File: src/rtl/core/prcde_pkg.sv
// shared types and constants of the pixel run cache diff encoder
package prcde_pkg;

    localparam int HIST_DEPTH  = 64;
    localparam int HIST_AW     = $clog2(HIST_DEPTH);
    localparam int ENTRY_BYTES = 5;
    localparam int CNT_W       = 3;
    localparam int Q_DEPTH     = 4;
    localparam int Q_AW        = $clog2(Q_DEPTH);

    localparam logic [5:0] RUN_LIMIT     = 6'd62;
    localparam logic [1:0] TAG_INDEX     = 2'b00;
    localparam logic [1:0] TAG_DIFF      = 2'b01;
    localparam logic [1:0] TAG_LUMA      = 2'b10;
    localparam logic [1:0] TAG_RUN       = 2'b11;
    localparam logic [7:0] RGB_TAG_RESET = 8'd254;

    typedef struct packed {
        logic [7:0] red;
        logic [7:0] green;
        logic [7:0] blue;
        logic       last_pixel;
    } t_pixel_in;

    typedef struct packed {
        logic [7:0] out_byte;
        logic       last_of_item;
        logic       end_of_image;
    } t_code_out;

    typedef struct packed {
        logic [ENTRY_BYTES-1:0][7:0] bytes;
        logic [CNT_W-1:0]            count;
        logic                        last;
    } t_entry;

    function automatic logic [HIST_AW-1:0] hist_hash(input logic [23:0] c);
        logic [10:0] sum;
        sum = 11'd3 * {3'd0, c[23:16]} + 11'd5 * {3'd0, c[15:8]} + 11'd7 * {3'd0, c[7:0]};
        return sum[HIST_AW-1:0];
    endfunction

endpackage

File: src/rtl/core/prcde_front.sv
// front end: pixel accept, run tracking, color history and code selection
module prcde_front
    import prcde_pkg::*;
(
    input  logic      i_clk,
    input  logic      i_rst_n,
    input  logic      i_push,
    input  t_pixel_in i_pixel,
    output logic      o_full,
    input  logic [7:0] i_rgb_tag,
    output logic      o_q_push,
    output t_entry    o_entry,
    input  logic      i_q_full
);

    typedef struct packed {
        logic [23:0]        pix;
        logic [23:0]        prev;
        logic               eq;
        logic               lead_v;
        logic [7:0]         lead;
        logic               tail_v;
        logic [7:0]         tail;
        logic               last;
        logic [HIST_AW-1:0] hash;
    } t_stage;

    logic [23:0]           r_prev;
    logic [5:0]            r_run;
    logic [HIST_AW-1:0]    r_ptr;
    logic [HIST_DEPTH-1:0] r_hist_valid;
    logic [23:0]           r_hist_mem [HIST_DEPTH];
    logic [23:0]           r_hist_rd;
    logic                  r_hist_rd_v;
    logic                  r_b_valid;
    t_stage                r_b;

    logic               accept;
    logic [23:0]        cur;
    logic [HIST_AW-1:0] hash;
    logic [HIST_AW-1:0] ptr_inc;
    logic [5:0]         run_inc;
    logic [5:0]         run_mid;
    logic               eq;
    logic               lead_v;
    logic [7:0]         lead;
    logic               tail_v;
    logic [7:0]         tail;
    logic               b_done;
    logic               b_free;

    logic                    hit;
    logic signed [8:0]       dr;
    logic signed [8:0]       dg;
    logic signed [8:0]       db;
    logic signed [9:0]       drg;
    logic signed [9:0]       dbg;
    logic [8:0]              dr2;
    logic [8:0]              dg2;
    logic [8:0]              db2;
    logic [8:0]              dg32;
    logic [9:0]              drg8;
    logic [9:0]              dbg8;
    logic                    is_diff;
    logic                    is_luma;
    logic [3:0][7:0]         code;
    logic [CNT_W-1:0]        code_cnt;
    t_entry                  entry;

    assign cur     = {i_pixel.red, i_pixel.green, i_pixel.blue};
    assign hash    = hist_hash(cur);
    assign ptr_inc = r_ptr + HIST_AW'(1);
    assign run_inc = r_run + 6'd1;
    assign eq      = (cur == r_prev);

    assign b_done = r_b_valid && ((entry.count == '0) || !i_q_full);
    assign b_free = !r_b_valid || b_done;
    assign o_full = !b_free;
    assign accept = i_push && b_free;

    always_comb begin
        lead_v  = 1'b0;
        lead    = {TAG_RUN, r_run - 6'd1};
        run_mid = '0;
        if (eq) begin
            if (run_inc == RUN_LIMIT) begin
                lead_v = 1'b1;
                lead   = {TAG_RUN, run_inc - 6'd1};
            end else begin
                run_mid = run_inc;
            end
        end else if (r_run != '0) begin
            lead_v = 1'b1;
        end
        tail_v = i_pixel.last_pixel && (run_mid != '0);
        tail   = {TAG_RUN, run_mid - 6'd1};
    end

    always_ff @(posedge i_clk) begin
        if (!i_rst_n) begin
            r_prev       <= '0;
            r_run        <= '0;
            r_ptr        <= '0;
            r_hist_valid <= '0;
            r_b_valid    <= 1'b0;
        end else begin
            if (b_free) begin
                r_b_valid <= accept;
            end
            if (accept) begin
                if (i_pixel.last_pixel) begin
                    r_prev       <= '0;
                    r_run        <= '0;
                    r_ptr        <= '0;
                    r_hist_valid <= '0;
                end else begin
                    r_prev                <= cur;
                    r_run                 <= run_mid;
                    r_ptr                 <= ptr_inc;
                    r_hist_valid[ptr_inc] <= 1'b1;
                end
            end
        end
    end

    // history store, read before write at the same edge
    always_ff @(posedge i_clk) begin
        if (accept) begin
            r_hist_mem[ptr_inc] <= cur;
            r_hist_rd           <= r_hist_mem[hash];
            r_hist_rd_v         <= r_hist_valid[hash];
            r_b.pix             <= cur;
            r_b.prev            <= r_prev;
            r_b.eq              <= eq;
            r_b.lead_v          <= lead_v;
            r_b.lead            <= lead;
            r_b.tail_v          <= tail_v;
            r_b.tail            <= tail;
            r_b.last            <= i_pixel.last_pixel;
            r_b.hash            <= hash;
        end
    end

    // code selection
    assign hit  = r_hist_rd_v ? (r_hist_rd == r_b.pix) : (r_b.pix == '0);
    assign dr   = $signed({1'b0, r_b.pix[23:16]}) - $signed({1'b0, r_b.prev[23:16]});
    assign dg   = $signed({1'b0, r_b.pix[15:8]}) - $signed({1'b0, r_b.prev[15:8]});
    assign db   = $signed({1'b0, r_b.pix[7:0]}) - $signed({1'b0, r_b.prev[7:0]});
    assign drg  = $signed({dr[8], dr}) - $signed({dg[8], dg});
    assign dbg  = $signed({db[8], db}) - $signed({dg[8], dg});
    assign dr2  = dr + 9'sd2;
    assign dg2  = dg + 9'sd2;
    assign db2  = db + 9'sd2;
    assign dg32 = dg + 9'sd32;
    assign drg8 = drg + 10'sd8;
    assign dbg8 = dbg + 10'sd8;

    assign is_diff = (dr >= -9'sd2) && (dr <= 9'sd1) && (dg >= -9'sd2) && (dg <= 9'sd1)
                  && (db >= -9'sd2) && (db <= 9'sd1);
    assign is_luma = (dg >= -9'sd32) && (dg <= 9'sd31) && (drg >= -10'sd8) && (drg <= 10'sd7)
                  && (dbg >= -10'sd8) && (dbg <= 10'sd7);

    always_comb begin
        code     = '0;
        code_cnt = '0;
        if (r_b.eq) begin
            code_cnt = '0;
        end else if (hit) begin
            code[0]  = {TAG_INDEX, r_b.hash};
            code_cnt = CNT_W'(1);
        end else if (is_diff) begin
            code[0]  = {TAG_DIFF, dr2[1:0], dg2[1:0], db2[1:0]};
            code_cnt = CNT_W'(1);
        end else if (is_luma) begin
            code[0]  = {TAG_LUMA, dg32[5:0]};
            code[1]  = {drg8[3:0], dbg8[3:0]};
            code_cnt = CNT_W'(2);
        end else begin
            code[0]  = i_rgb_tag;
            code[1]  = r_b.pix[23:16];
            code[2]  = r_b.pix[15:8];
            code[3]  = r_b.pix[7:0];
            code_cnt = CNT_W'(4);
        end
    end

    always_comb begin
        entry       = '0;
        entry.last  = r_b.last;
        if (r_b.tail_v) begin
            entry.bytes[0] = r_b.tail;
            entry.count    = CNT_W'(1);
        end else if (r_b.lead_v) begin
            entry.bytes[0] = r_b.lead;
            entry.bytes[1] = code[0];
            entry.bytes[2] = code[1];
            entry.bytes[3] = code[2];
            entry.bytes[4] = code[3];
            entry.count    = code_cnt + CNT_W'(1);
        end else begin
            entry.bytes[0] = code[0];
            entry.bytes[1] = code[1];
            entry.bytes[2] = code[2];
            entry.bytes[3] = code[3];
            entry.count    = code_cnt;
        end
    end

    assign o_entry  = entry;
    assign o_q_push = r_b_valid && (entry.count != '0) && !i_q_full;

`ifndef SYNTHESIS
    a_clear_after_last: assert property (@(posedge i_clk) disable iff (!i_rst_n)
        accept && i_pixel.last_pixel |=> (r_ptr == '0) && (r_run == '0) && (r_prev == '0)
            && (r_hist_valid == '0))
        else $error("state not cleared after last pixel");
    a_last_has_bytes: assert property (@(posedge i_clk) disable iff (!i_rst_n)
        r_b_valid && r_b.last |-> (entry.count != '0))
        else $error("last pixel produced no bytes");
    a_tail_alone: assert property (@(posedge i_clk) disable iff (!i_rst_n)
        r_b_valid && r_b.tail_v |-> r_b.eq && !r_b.lead_v)
        else $error("run flush at end mixed with other codes");
    a_stall_holds: assert property (@(posedge i_clk) disable iff (!i_rst_n)
        r_b_valid && !b_done |=> r_b_valid && $stable(r_b))
        else $error("stalled code stage lost its beat");
`endif

endmodule

File: src/rtl/core/prcde_fifo.sv
// small queue of coded pixels between front end and serializer
module prcde_fifo
    import prcde_pkg::*;
(
    input  logic   i_clk,
    input  logic   i_rst_n,
    input  logic   i_push,
    input  t_entry i_entry,
    output logic   o_full,
    input  logic   i_pop,
    output t_entry o_entry,
    output logic   o_empty
);

    t_entry          r_mem [Q_DEPTH];
    logic [Q_AW-1:0] r_wr;
    logic [Q_AW-1:0] r_rd;
    logic [Q_AW:0]   r_cnt;

    logic do_push;
    logic do_pop;

    assign o_full  = (r_cnt == (Q_AW+1)'(Q_DEPTH));
    assign o_empty = (r_cnt == '0);
    assign do_push = i_push && !o_full;
    assign do_pop  = i_pop && !o_empty;
    assign o_entry = r_mem[r_rd];

    always_ff @(posedge i_clk) begin
        if (!i_rst_n) begin
            r_wr  <= '0;
            r_rd  <= '0;
            r_cnt <= '0;
        end else begin
            if (do_push) begin
                r_wr <= r_wr + Q_AW'(1);
            end
            if (do_pop) begin
                r_rd <= r_rd + Q_AW'(1);
            end
            if (do_push && !do_pop) begin
                r_cnt <= r_cnt + (Q_AW+1)'(1);
            end else if (do_pop && !do_push) begin
                r_cnt <= r_cnt - (Q_AW+1)'(1);
            end
        end
    end

    always_ff @(posedge i_clk) begin
        if (do_push) begin
            r_mem[r_wr] <= i_entry;
        end
    end

endmodule

File: src/rtl/core/prcde_serializer.sv
// byte serializer: walks the bytes of the oldest queued code
module prcde_serializer
    import prcde_pkg::*;
(
    input  logic      i_clk,
    input  logic      i_rst_n,
    input  t_entry    i_entry,
    input  logic      i_q_empty,
    output logic      o_q_pop,
    input  logic      i_pop,
    output logic      o_empty,
    output t_code_out o_code
);

    logic [CNT_W-1:0] r_idx;
    logic             last_byte;
    logic             take;

    assign last_byte = (r_idx == i_entry.count - CNT_W'(1));
    assign o_empty   = i_q_empty;
    assign take      = i_pop && !i_q_empty;
    assign o_q_pop   = take && last_byte;

    assign o_code.out_byte     = i_entry.bytes[r_idx];
    assign o_code.last_of_item = last_byte;
    assign o_code.end_of_image = last_byte && i_entry.last;

    always_ff @(posedge i_clk) begin
        if (!i_rst_n) begin
            r_idx <= '0;
        end else if (take) begin
            r_idx <= last_byte ? '0 : r_idx + CNT_W'(1);
        end
    end

endmodule

File: src/rtl/core/pixel_run_cache_diff_encoder.sv
// top level of the pixel run cache diff encoder
//
// pixels enter as one beat each on i_pixel (red, green, blue, last_pixel),
// taken at an edge with push high and full low. coded bytes leave as one
// beat each on o_code (out_byte, last_of_item, end_of_image); the oldest
// byte is shown while empty is low and taken at an edge with pop high.
// the literal tag byte is written through i_cfg_we / i_cfg_data; the user
// must write it only while idle; the block does not enforce it. a pixel is
// taken every cycle while the code stage can move on; a pixel yields zero
// to five bytes and the output side moves one byte per cycle while pop is
// high, so bytes per pixel bound the sustained pixel rate. each code is
// chosen from the history read in the code stage, then queued; a four-entry
// code queue lets pixels keep coming while bytes wait. when the receiver
// stalls, bytes hold, the queue fills, and full rises.
// reset returns history, run, previous color and tag to their start values;
// the history is cleared at once, and again after each last pixel.
module pixel_run_cache_diff_encoder
    import prcde_pkg::*;
(
    input  logic       i_clk,
    input  logic       i_rst_n,
    input  logic       push,
    input  t_pixel_in  i_pixel,
    output logic       full,
    output logic       empty,
    input  logic       pop,
    output t_code_out  o_code,
    input  logic       i_cfg_we,
    input  logic [7:0] i_cfg_data
);

    logic [7:0] r_rgb_tag;
    logic       q_push;
    logic       q_full;
    logic       q_pop;
    logic       q_empty;
    t_entry     q_in;
    t_entry     q_out;

    always_ff @(posedge i_clk) begin
        if (!i_rst_n) begin
            r_rgb_tag <= RGB_TAG_RESET;
        end else if (i_cfg_we) begin
            r_rgb_tag <= i_cfg_data;
        end
    end

    prcde_front u_front (
        .i_clk     (i_clk),
        .i_rst_n   (i_rst_n),
        .i_push    (push),
        .i_pixel   (i_pixel),
        .o_full    (full),
        .i_rgb_tag (r_rgb_tag),
        .o_q_push  (q_push),
        .o_entry   (q_in),
        .i_q_full  (q_full)
    );

    prcde_fifo u_fifo (
        .i_clk   (i_clk),
        .i_rst_n (i_rst_n),
        .i_push  (q_push),
        .i_entry (q_in),
        .o_full  (q_full),
        .i_pop   (q_pop),
        .o_entry (q_out),
        .o_empty (q_empty)
    );

    prcde_serializer u_ser (
        .i_clk     (i_clk),
        .i_rst_n   (i_rst_n),
        .i_entry   (q_out),
        .i_q_empty (q_empty),
        .o_q_pop   (q_pop),
        .i_pop     (pop),
        .o_empty   (empty),
        .o_code    (o_code)
    );

endmodule
File: config.mk
export PLATFORM = sky130hd
export DESIGN_NAME = pixel_run_cache_diff_encoder
export DESIGN_NICKNAME = d
export VERILOG_FILES = /design/src/rtl/core/prcde_pkg.sv /design/src/rtl/core/prcde_front.sv /design/src/rtl/core/prcde_fifo.sv /design/src/rtl/core/prcde_serializer.sv /design/src/rtl/core/pixel_run_cache_diff_encoder.sv
export SDC_FILE = /design/constraint.sdc
export NUM_CORES = 2
export LEC_CHECK = 0
export BUFFER_PORTS_ARGS = -buffer_cell sky130_fd_sc_hd__clkbuf_2
export CAP_MARGIN = 5
export CORE_UTILIZATION = 29
export CTS_CLUSTER_DIAMETER = 200
export DETAILED_ROUTE_END_ITERATION = 7
export SLEW_MARGIN = 20
export SYNTH_ARGS = -nofsm -noshare
export SYNTH_HDL_FRONTEND = slang
export SYNTH_SLANG_ARGS = --single-unit
File: constraint.sdc
create_clock -name i_clk -period 11.7 [get_ports i_clk]
set_input_delay 0.585 -clock i_clk [delete_from_list [all_inputs] [get_ports i_clk]]
set_output_delay 0.585 -clock i_clk [all_outputs]
set_load 0.01 [all_outputs]
# Word-level counts from Yosys, hierarchy flattened
# Memories as Yosys holds them, arrays and structs flattened. A register that Yosys moved wholly into a read port is not among the register bits.
# Cells that the tools add are included.
[op_classes]
n_addsub = 25
multipliers = 3
div = 0
magnitude_cmp = 16
n_eq_ne = 5
shift = 0
n_mux = 42
bitwise = 1
n_reduce_logical = 38
[op_table]
columns = ["op", "n"]
rows = [
  ["two-way mux 24 bit", 3],
  ["two-way mux 32 bit", 2],
  ["two-way mux 64 bit", 1],
  ["bitwise OR 64 bit", 1],
  ["equality test 24 bit", 2],
  ["two-way mux 6 bit", 6],
  ["two-way mux 35 bit", 1],
  ["two-way mux 16 bit", 2],
  ["two-way mux 8 bit", 4],
  [">= comparator 9 x 2 -> 1 bit (second input constant)", 3],
  ["<= comparator 9 x 2 -> 1 bit (second input constant)", 3],
  ["subtractor 8 x 8 -> 9 bit", 3],
  ["binary-select mux 8 bit (select 3 bit)", 1],
  ["zero test 24 bit", 1],
  ["logical AND 1 bit", 23],
  ["two-way mux 3 bit", 7],
  [">= comparator 10 x 4 -> 1 bit (second input constant)", 2],
  ["<= comparator 10 x 4 -> 1 bit (second input constant)", 2],
  ["subtractor 9 x 9 -> 10 bit", 2],
  ["subtractor 6 x 1 -> 6 bit (second input constant)", 3],
  ["multiplier 3 x 8 -> 6 bit (first input constant)", 2],
  ["< comparator 6 x 7 -> 1 bit (second input constant)", 2],
  ["adder 6 x 1 -> 6 bit (second input constant)", 2],
  ["adder 6 bit", 2],
  ["other kinds (25)", 50],
]
[totals]
regBits = 192
latchBits = 0
ram_bits = 1712
romBits = 0
out_inout_bits = 12
memories = 2
[memory_table]
columns = ["memory", "words", "word_bits", "rd", "rd_ports_with_merged_regs", "wr", "line_no", "text"]
rows = [
  ["u_front.r_hist_mem", 64, 24, 1, 1, 1, "prcde_front.sv:32", "logic [23:0] r_hist_mem [HIST_DEPTH];"],
  ["u_fifo.r_mem", 4, 44, 1, 1, 1, "prcde_fifo.sv:15", "t_entry r_mem [Q_DEPTH];"],
]

# Longest topological paths before layout
[logic_depth]
ltp_word = 22
mapped_depth = 28

# Hierarchy
# From an unflattened synthesis, not the netlist that was laid out.
[hier_totals]
hier_cells = 3848
hier_area_um2 = 78032.3
[by_module_without_submodules]
columns = ["module", "n_inst", "cells_each", "area_each_um2"]
rows = [
  ["prcde_front", 1, 3475, 70227.4],
  ["prcde_fifo", 1, 278, 6890.4],
  ["prcde_serializer", 1, 69, 626.9],
  ["pixel_run_cache_diff_encoder", 1, 26, 287.8],
]

# Worst setup path before layout
# No wires, ideal clock.
[synth_timing]
path_kind = "flip-flop to flip-flop"
from = "reg u_front.r_b[51] (netlist name)"
to = "reg u_front.r_b (netlist bit u_front.o_entry[0]) (enable)"
setup_time_ns = 0.497
t_arrival_ns = 7.760
t_required_ns = 11.203
setup_slack_ns = 3.443
path_stages_with_launch = 23
n_path_buf = 1
period_less_slack_ns = 8.257
path_cell_list = "edfxtp_1 > ha_1 > nor2b_1 > o21a_1 > or3_1 > and2_1 > ha_1 > o21a_1 > o31a_1 > o21ai_0 > nor2b_1 > xnor3_1 > or3_1 > a2111oi_0 > nor3b_1 > a211oi_2 > nand2b_1 > nor2_1 > ha_1 > a2111oi_4 > o31ai_2 > inv_1 > clkbuf_1"
[synth_via]
elab_chain_len = 17
elab_cells_between_ends = 25
[synth_rtl]
columns = ["item", "line_no", "text"]
rows = [
  ["from (decl)", "prcde_front.sv:36", "t_stage r_b;"],
  ["subtractor 8 x 8 -> 9 bit", "prcde_front.sv:148", "assign db = $signed({1'b0, r_b.pix[7:0]}) - $signed({1'b0, r_b.prev[7:0]});"],
  ["subtractor 9 x 9 -> 10 bit", "prcde_front.sv:150", "assign dbg = $signed({db[8], db}) - $signed({dg[8], dg});"],
  [">= comparator 10 x 4 -> 1 bit", "prcde_front.sv:161", "&& (dbg >= -10'sd8) && (dbg <= 10'sd7);"],
  ["logical AND 1 bit (2 in series)", "prcde_front.sv:161", ""],
  ["two-way mux 3 bit", "prcde_front.sv:174", "end else if (is_luma) begin"],
  ["two-way mux 3 bit", "prcde_front.sv:171", "end else if (is_diff) begin"],
  ["two-way mux 3 bit *", "prcde_front.sv:168", "end else if (hit) begin"],
  ["two-way mux 3 bit *", "prcde_front.sv:166", "if (r_b.eq) begin"],
  ["adder 3 x 1 -> 3 bit", "prcde_front.sv:199", "entry.count = code_cnt + CNT_W'(1);"],
  ["two-way mux 35 bit *", "prcde_front.sv:193", "end else if (r_b.lead_v) begin"],
  ["two-way mux 11 bit *", "prcde_front.sv:190", "if (r_b.tail_v) begin"],
  ["zero test 3 bit *", "prcde_front.sv:76", "assign b_done = r_b_valid && ((entry.count == '0) || !i_q_full);"],
  ["logical OR 1 bit *", "prcde_front.sv:76", ""],
  ["logical AND 1 bit *", "prcde_front.sv:76", ""],
  ["logical OR 1 bit *", "prcde_front.sv:77", "assign b_free = !r_b_valid || b_done;"],
  ["logical AND 1 bit *", "prcde_front.sv:79", "assign accept = i_push && b_free;"],
  ["named net u_front.accept", "prcde_front.sv:38", "logic accept;"],
]
# The timed path passes the listed nets; every way through them passes the cells marked *.
# A chain may end at the register's enable or synchronous reset.

# Worst setup path in the final report
[layout_timing]
from = "reg u_front.r_b[58] (netlist name)"
to = "mem u_front.r_hist_mem[13][8] (enable)"
[layout_via]
elab_chain_len = 21
elab_cells_between_ends = 37
[layout_rtl]
columns = ["item", "line_no", "text"]
rows = [
  ["subtractor 8 x 8 -> 9 bit", "prcde_front.sv:147", "assign dg = $signed({1'b0, r_b.pix[15:8]}) - $signed({1'b0, r_b.prev[15:8]});"],
  ["subtractor 9 x 9 -> 10 bit, or another cell as far along", "prcde_front.sv:149", "assign drg = $signed({dr[8], dr}) - $signed({dg[8], dg});"],
  [">= comparator 10 x 4 -> 1 bit / logical AND 1 bit (equally long branches)", "prcde_front.sv:160", "assign is_luma = (dg >= -9'sd32) && (dg <= 9'sd31) && (drg >= -10'sd8) && (drg <= 10'sd7)"],
  ["logical AND 1 bit (2 in series)", "prcde_front.sv:160", ""],
  ["logical AND 1 bit (2 in series)", "prcde_front.sv:161", ""],
  ["two-way mux 3 bit", "prcde_front.sv:174", ""],
  ["two-way mux 3 bit", "prcde_front.sv:171", ""],
  ["two-way mux 3 bit *", "prcde_front.sv:168", ""],
  ["(+3 left out)", "-", ""],
  ["two-way mux 11 bit *", "prcde_front.sv:190", ""],
  ["zero test 3 bit *", "prcde_front.sv:76", ""],
  ["logical OR 1 bit *", "prcde_front.sv:76", ""],
  ["logical AND 1 bit *", "prcde_front.sv:76", ""],
  ["logical OR 1 bit *", "prcde_front.sv:77", ""],
  ["logical AND 1 bit *", "prcde_front.sv:79", ""],
  ["two-way mux 1 bit *", "prcde_front.sv:128", "if (accept) begin"],
  ["two-way mux 1 bit (implied by the code) *", "prcde_front.sv:129", "r_hist_mem[ptr_inc] <= cur;"],
  ["to (decl)", "prcde_front.sv:32", ""],
]
# Mark *: on every way between the ends. The rest lies on a longest branch, timed or not.

==> flow_metrics.py <==
metrics = {
    "clocking": {
        "cts_buffer_depth": 4,
        "cts_resized": 0,
        "cts_tree": "built",
        "htree_levels": 4,
        "cts_root_buf": "clkbuf_16",
        "clock_sinks": 1928,
        "clock_latency_ns": 0.85,
        "clkTransAtPathRegs_ns": 0.06,
        "cts_buffers": 192,
    },
    "route": {
        "vias": 37623,
        "drcViolationCount": 0,
        "drtIter0Drc": 4171,
        "drt-total-wl_um": 193000,
        "ant_nets": 0,
        "dr.pass1.iters": 5,
        "via_per_inst": 4.94,
        "wl_per_cell_um": 25.3,
    },
    "pwr": {
        "p_comb_share_pct": 28.7,
        "clockPowerShare_pct": 31.1,
        "swShare_pct": 31.8,
        "power.leakage_nw": 27.5,
        "seqPwrFrac_pct": 40.2,
        "p_int_mw": 13.3,
        "vdd_ir_drop_max_uv": 246,
        "power_density_nw_per_um2": 220,
        "switchingPower_mw": 6.21,
        "finalPower_mw": 19.5,
    },
    "hold_path": {
        "min-delay-start": "i_cfg_data[3]",
        "hold_depth": 3,
        "min_to": "r_rgb_tag[3]$_SDFFE_PN1P_",
        "hold_path_class": "in2reg",
    },
    "floorplanning": {
        "die_h_um": 520,
        "io_pins": 50,
        "start_util_pct": 29.2,
        "die_area_um2": 270000,
        "die_w_um": 520,
        "coreArea_um2": 266000,
        "num_rows": 189,
    },
    "critical_path": {
        "critPathSlowestCell": "or4b_1",
        "reg2reg_from": "u_front.r_b[58]$_DFFE_PP_",
        "critPathMaxStageDelay_ns": 1.02,
        "required_ns": 12.16,
        "rr_endpoint": "u_front.r_hist_mem[13][8]$_DFFE_PP_",
        "cpMostUsedCell": "ha_1",
        "critPathKind": "reg2reg",
        "crit_arrival_ns": 8.34,
        "crit_chain": "inv_1 > ha_1 > fa_1 > xor2_1 > ha_1 > o21a_1 > o31a_1 > o21ai_0 > nor2b_1 > xnor3_1 > or3_1 > a2111oi_0 > nor3b_1 > a211oi_2 > nand2b_1 > nor2_1 > ha_1 > a2111oi_4 > buf_4 > o31ai_2 > or4b_1 > nor2_4",
        "rr_worst_depth": 22,
        "r2r_setup_slack_ns": 3.82,
        "end_kind": "flip-flop",
        "start_kind": "flip-flop",
        "cp_max_fo": 25,
    },
    "logic_synthesis": {
        "synth_flop_cell": "edfxtp_1",
        "seq_area_frac_synth_pct": 73.0,
        "yosysWarnings": 0,
        "ys_seq_elements": 1928,
        "synth-async-reset-ratio_pct": 0,
        "syn_avg_cell_area_um2": 20.5,
        "synth-edff-count": 1807,
        "synth_top_cell_area_share_pct": 69.9,
        "yosysTopAreaCell": "edfxtp_1",
        "synth_area_leaders": "edfxtp_1 (70%), mux4_2 (16%), dfxtp_1 (3.1%)",
        "netlist_instances": 3791,
        "ys_types": 77,
        "synth_area_um2": 77700,
        "synth_fp_nets": 3914,
    },
    "global_route": {
        "grt_pass1_vias": 38090,
        "grt_max_degree": 138,
        "antenna_found_initial": 16,
        "grtUsageTotal_pct": 14.1,
        "overflow": 0,
        "grt_pass1_wl_um": 278000,
    },
    "final_layout": {
        "final_layout_size_suffix_gt1_share_pct": 26.0,
        "area_delta_synth_final_pct": 14.6,
        "nNetsFinal": 4056,
    },
    "sta": {
        "finalSetupViolCount": 0,
        "clock.fmax_mhz": 127,
        "tightest_slew_ns": 1.19,
        "finClkSkew_ns": 0.122,
        "drv_slew": 0,
        "rsz0062_at_grt": "false",
        "setup_tns_ns": 0,
        "slew_headroom_pct": 20.2,
        "fin_crit_ns": 7.88,
        "finalHoldViolations": 0,
        "hold_ws_ns": 0.0555,
        "finalCritPeriodShare_pct": 67.4,
    },
    "placed_design": {
        "port_buffers": 49,
        "dp.final_hpwl_um": 117000,
        "place.gp.congestion": 0.869,
    },
    "run_status": {
        "status": "complete, no violations",
    },
    "job": {
        "drv_cap": 0,
    },
}
-- repair_timing --
| action | 4_1_cts | 5_1_grt |
|---|---|---|
| hold endpoints to repair | 3 | 0 |
| hold buffers | 3 | 0 |
| endpoints found under the setup margin | 0 | 0 |
| buffers inserted | 0 | 0 |
-- synth_stat cells, drive strengths merged (20+ instances only) --
cell type / n
a211oi: 33
a21boi: 35
a21oi: 59
and2: 23
buf: 51
clkbuf: 136
dfxtp: 121
edfxtp: 1807
fa: 22
ha: 63
inv: 95
mux2i: 43
mux4: 552
nand2: 91
nand3: 43
nor2: 114
nor2b: 55
nor3: 25
nor4: 20
o21a: 81
o21ai: 40
xnor2: 68
xor2: 44
-- through the flow --
step                utilization [%]  instances  cell area [µm²]  worst slack, ns
detailed placement             31.2       7269            82800             3.83
CTS                            33.5       7615            89000             3.84
global placement               31.2       7269            82800             3.85
floorplan                         -       3791            77700             3.44
finish                         33.5       7616            89000             3.82
global route                   33.5       7616            89000             3.37
-- flip-flops by register name, indices dropped and copies added (netlist names), 3 cells and up, named ones only --
signal / count
u_fifo.r_cnt: 3
u_front.r_hist_rd: 24
u_ser.r_idx: 3
u_front.r_hist_valid: 64
u_fifo.r_mem: 176
u_front.r_ptr: 6
r_rgb_tag: 8
u_front.r_run: 6
u_front.r_prev: 24
u_front.r_b: 69
u_front.r_hist_mem: 1536
-- worst max-delay path, delay by kind of cell (launching register included) --
kind	cells	cell delay (ns)
DFF	1	0.42
adders and majority gates	4	1.27
AOI/OAI and AO/OA	7	1.55
xor gates and xnor gates	2	0.77
buffers and inverters	2	0.37
and+or+nand+nor	7	3.13
-- routing by layer --
layer | share of wire (%) | global-route usage, % | wire [µm] | vias to the layer above
met2 | 48 | 22.5 | 92000 | 1260
met4 | 2.5 | 3.77 | 4910 | 2
li1 | - | - | - | 15931
met5 | 0.0067 | 0 | 13 | -
met1 | 43 | 19.8 | 83000 | 20182
met3 | 6.7 | 2.47 | 12900 | 248
-- area by class of cell --
cell class | count | area [µm²]
timing repair buffer | 135 | 961
tap | 3533 | 4420
antenna | 1 | 2.50
multi-input combinational | 1581 | 20400
clock inverter | 88 | 863
inverter | 95 | 362
sequential | 1928 | 56700
clock buffer | 255 | 5250
fill | 24956 | 177000
-- worst max path at each step --
stage	depth (start not counted)	endpoint	from	slack [ns]
final	22	u_front.r_hist_mem[13][8]$_DFFE_PP_	u_front.r_b[58]$_DFFE_PP_	3.82
after global placement	23	u_front.r_hist_mem[13][13]$_DFFE_PP_	u_front.r_b[51]$_DFFE_PP_	3.85
after floorplan	22	u_front.o_entry[0]$_DFFE_PP_	u_front.r_b[51]$_DFFE_PP_	3.44
after detailed placement	22	u_front.r_hist_mem[13][13]$_DFFE_PP_	u_front.r_b[58]$_DFFE_PP_	3.83
after global routing	23	u_front.r_hist_mem[29][0]$_DFFE_PP_	u_front.r_b[58]$_DFFE_PP_	3.37
after CTS	22	u_front.r_hist_mem[13][8]$_DFFE_PP_	u_front.r_b[58]$_DFFE_PP_	3.84
-- cells in the final DEF (no fill, tap or decap), types with 24 or more instances in the layout --
cell type / instances
nor3_1: 24
xor2_1: 43
ha_1: 60
a211oi_1: 29
buf_4: 78
mux4_2: 552
nor2b_1: 55
xnor2_1: 67
dfxtp_1: 119
clkbuf_1: 44
a21oi_1: 58
clkinv_2: 29
o21a_1: 80
nor2_4: 64
nand3_1: 43
mux2i_1: 43
clkinv_1: 29
edfxtp_1: 1807
a21boi_0: 33
clkbuf_2: 49
o21ai_0: 28
nand2_1: 91
nor2_1: 48
clkbuf_16: 194
inv_1: 94
-- kinds of logic after synthesis --
family,synth area share [%]
muxes,16.6
and+or+nand+nor,2.87
xor gates and xnor gates,1.29
DFF,73.0
buffers and inverters,1.40
adders and majority gates,1.63
AOI/OAI and AO/OA,3.21
-- power groups by stage --
stage / Combinational (mW) / Sequential, mW / Clock (mW)
2_1_floorplan: 3.19 / 7.95 / 0
6_report: 5.61 / 7.85 / 6.08
3_3_place_gp: 5.57 / 7.99 / 0
3_5_place_dp: 5.58 / 8.00 / 0
5_1_grt: 5.82 / 7.86 / 6.44
4_1_cts: 5.59 / 7.85 / 6.18
(Power assumes the default switching activity.)
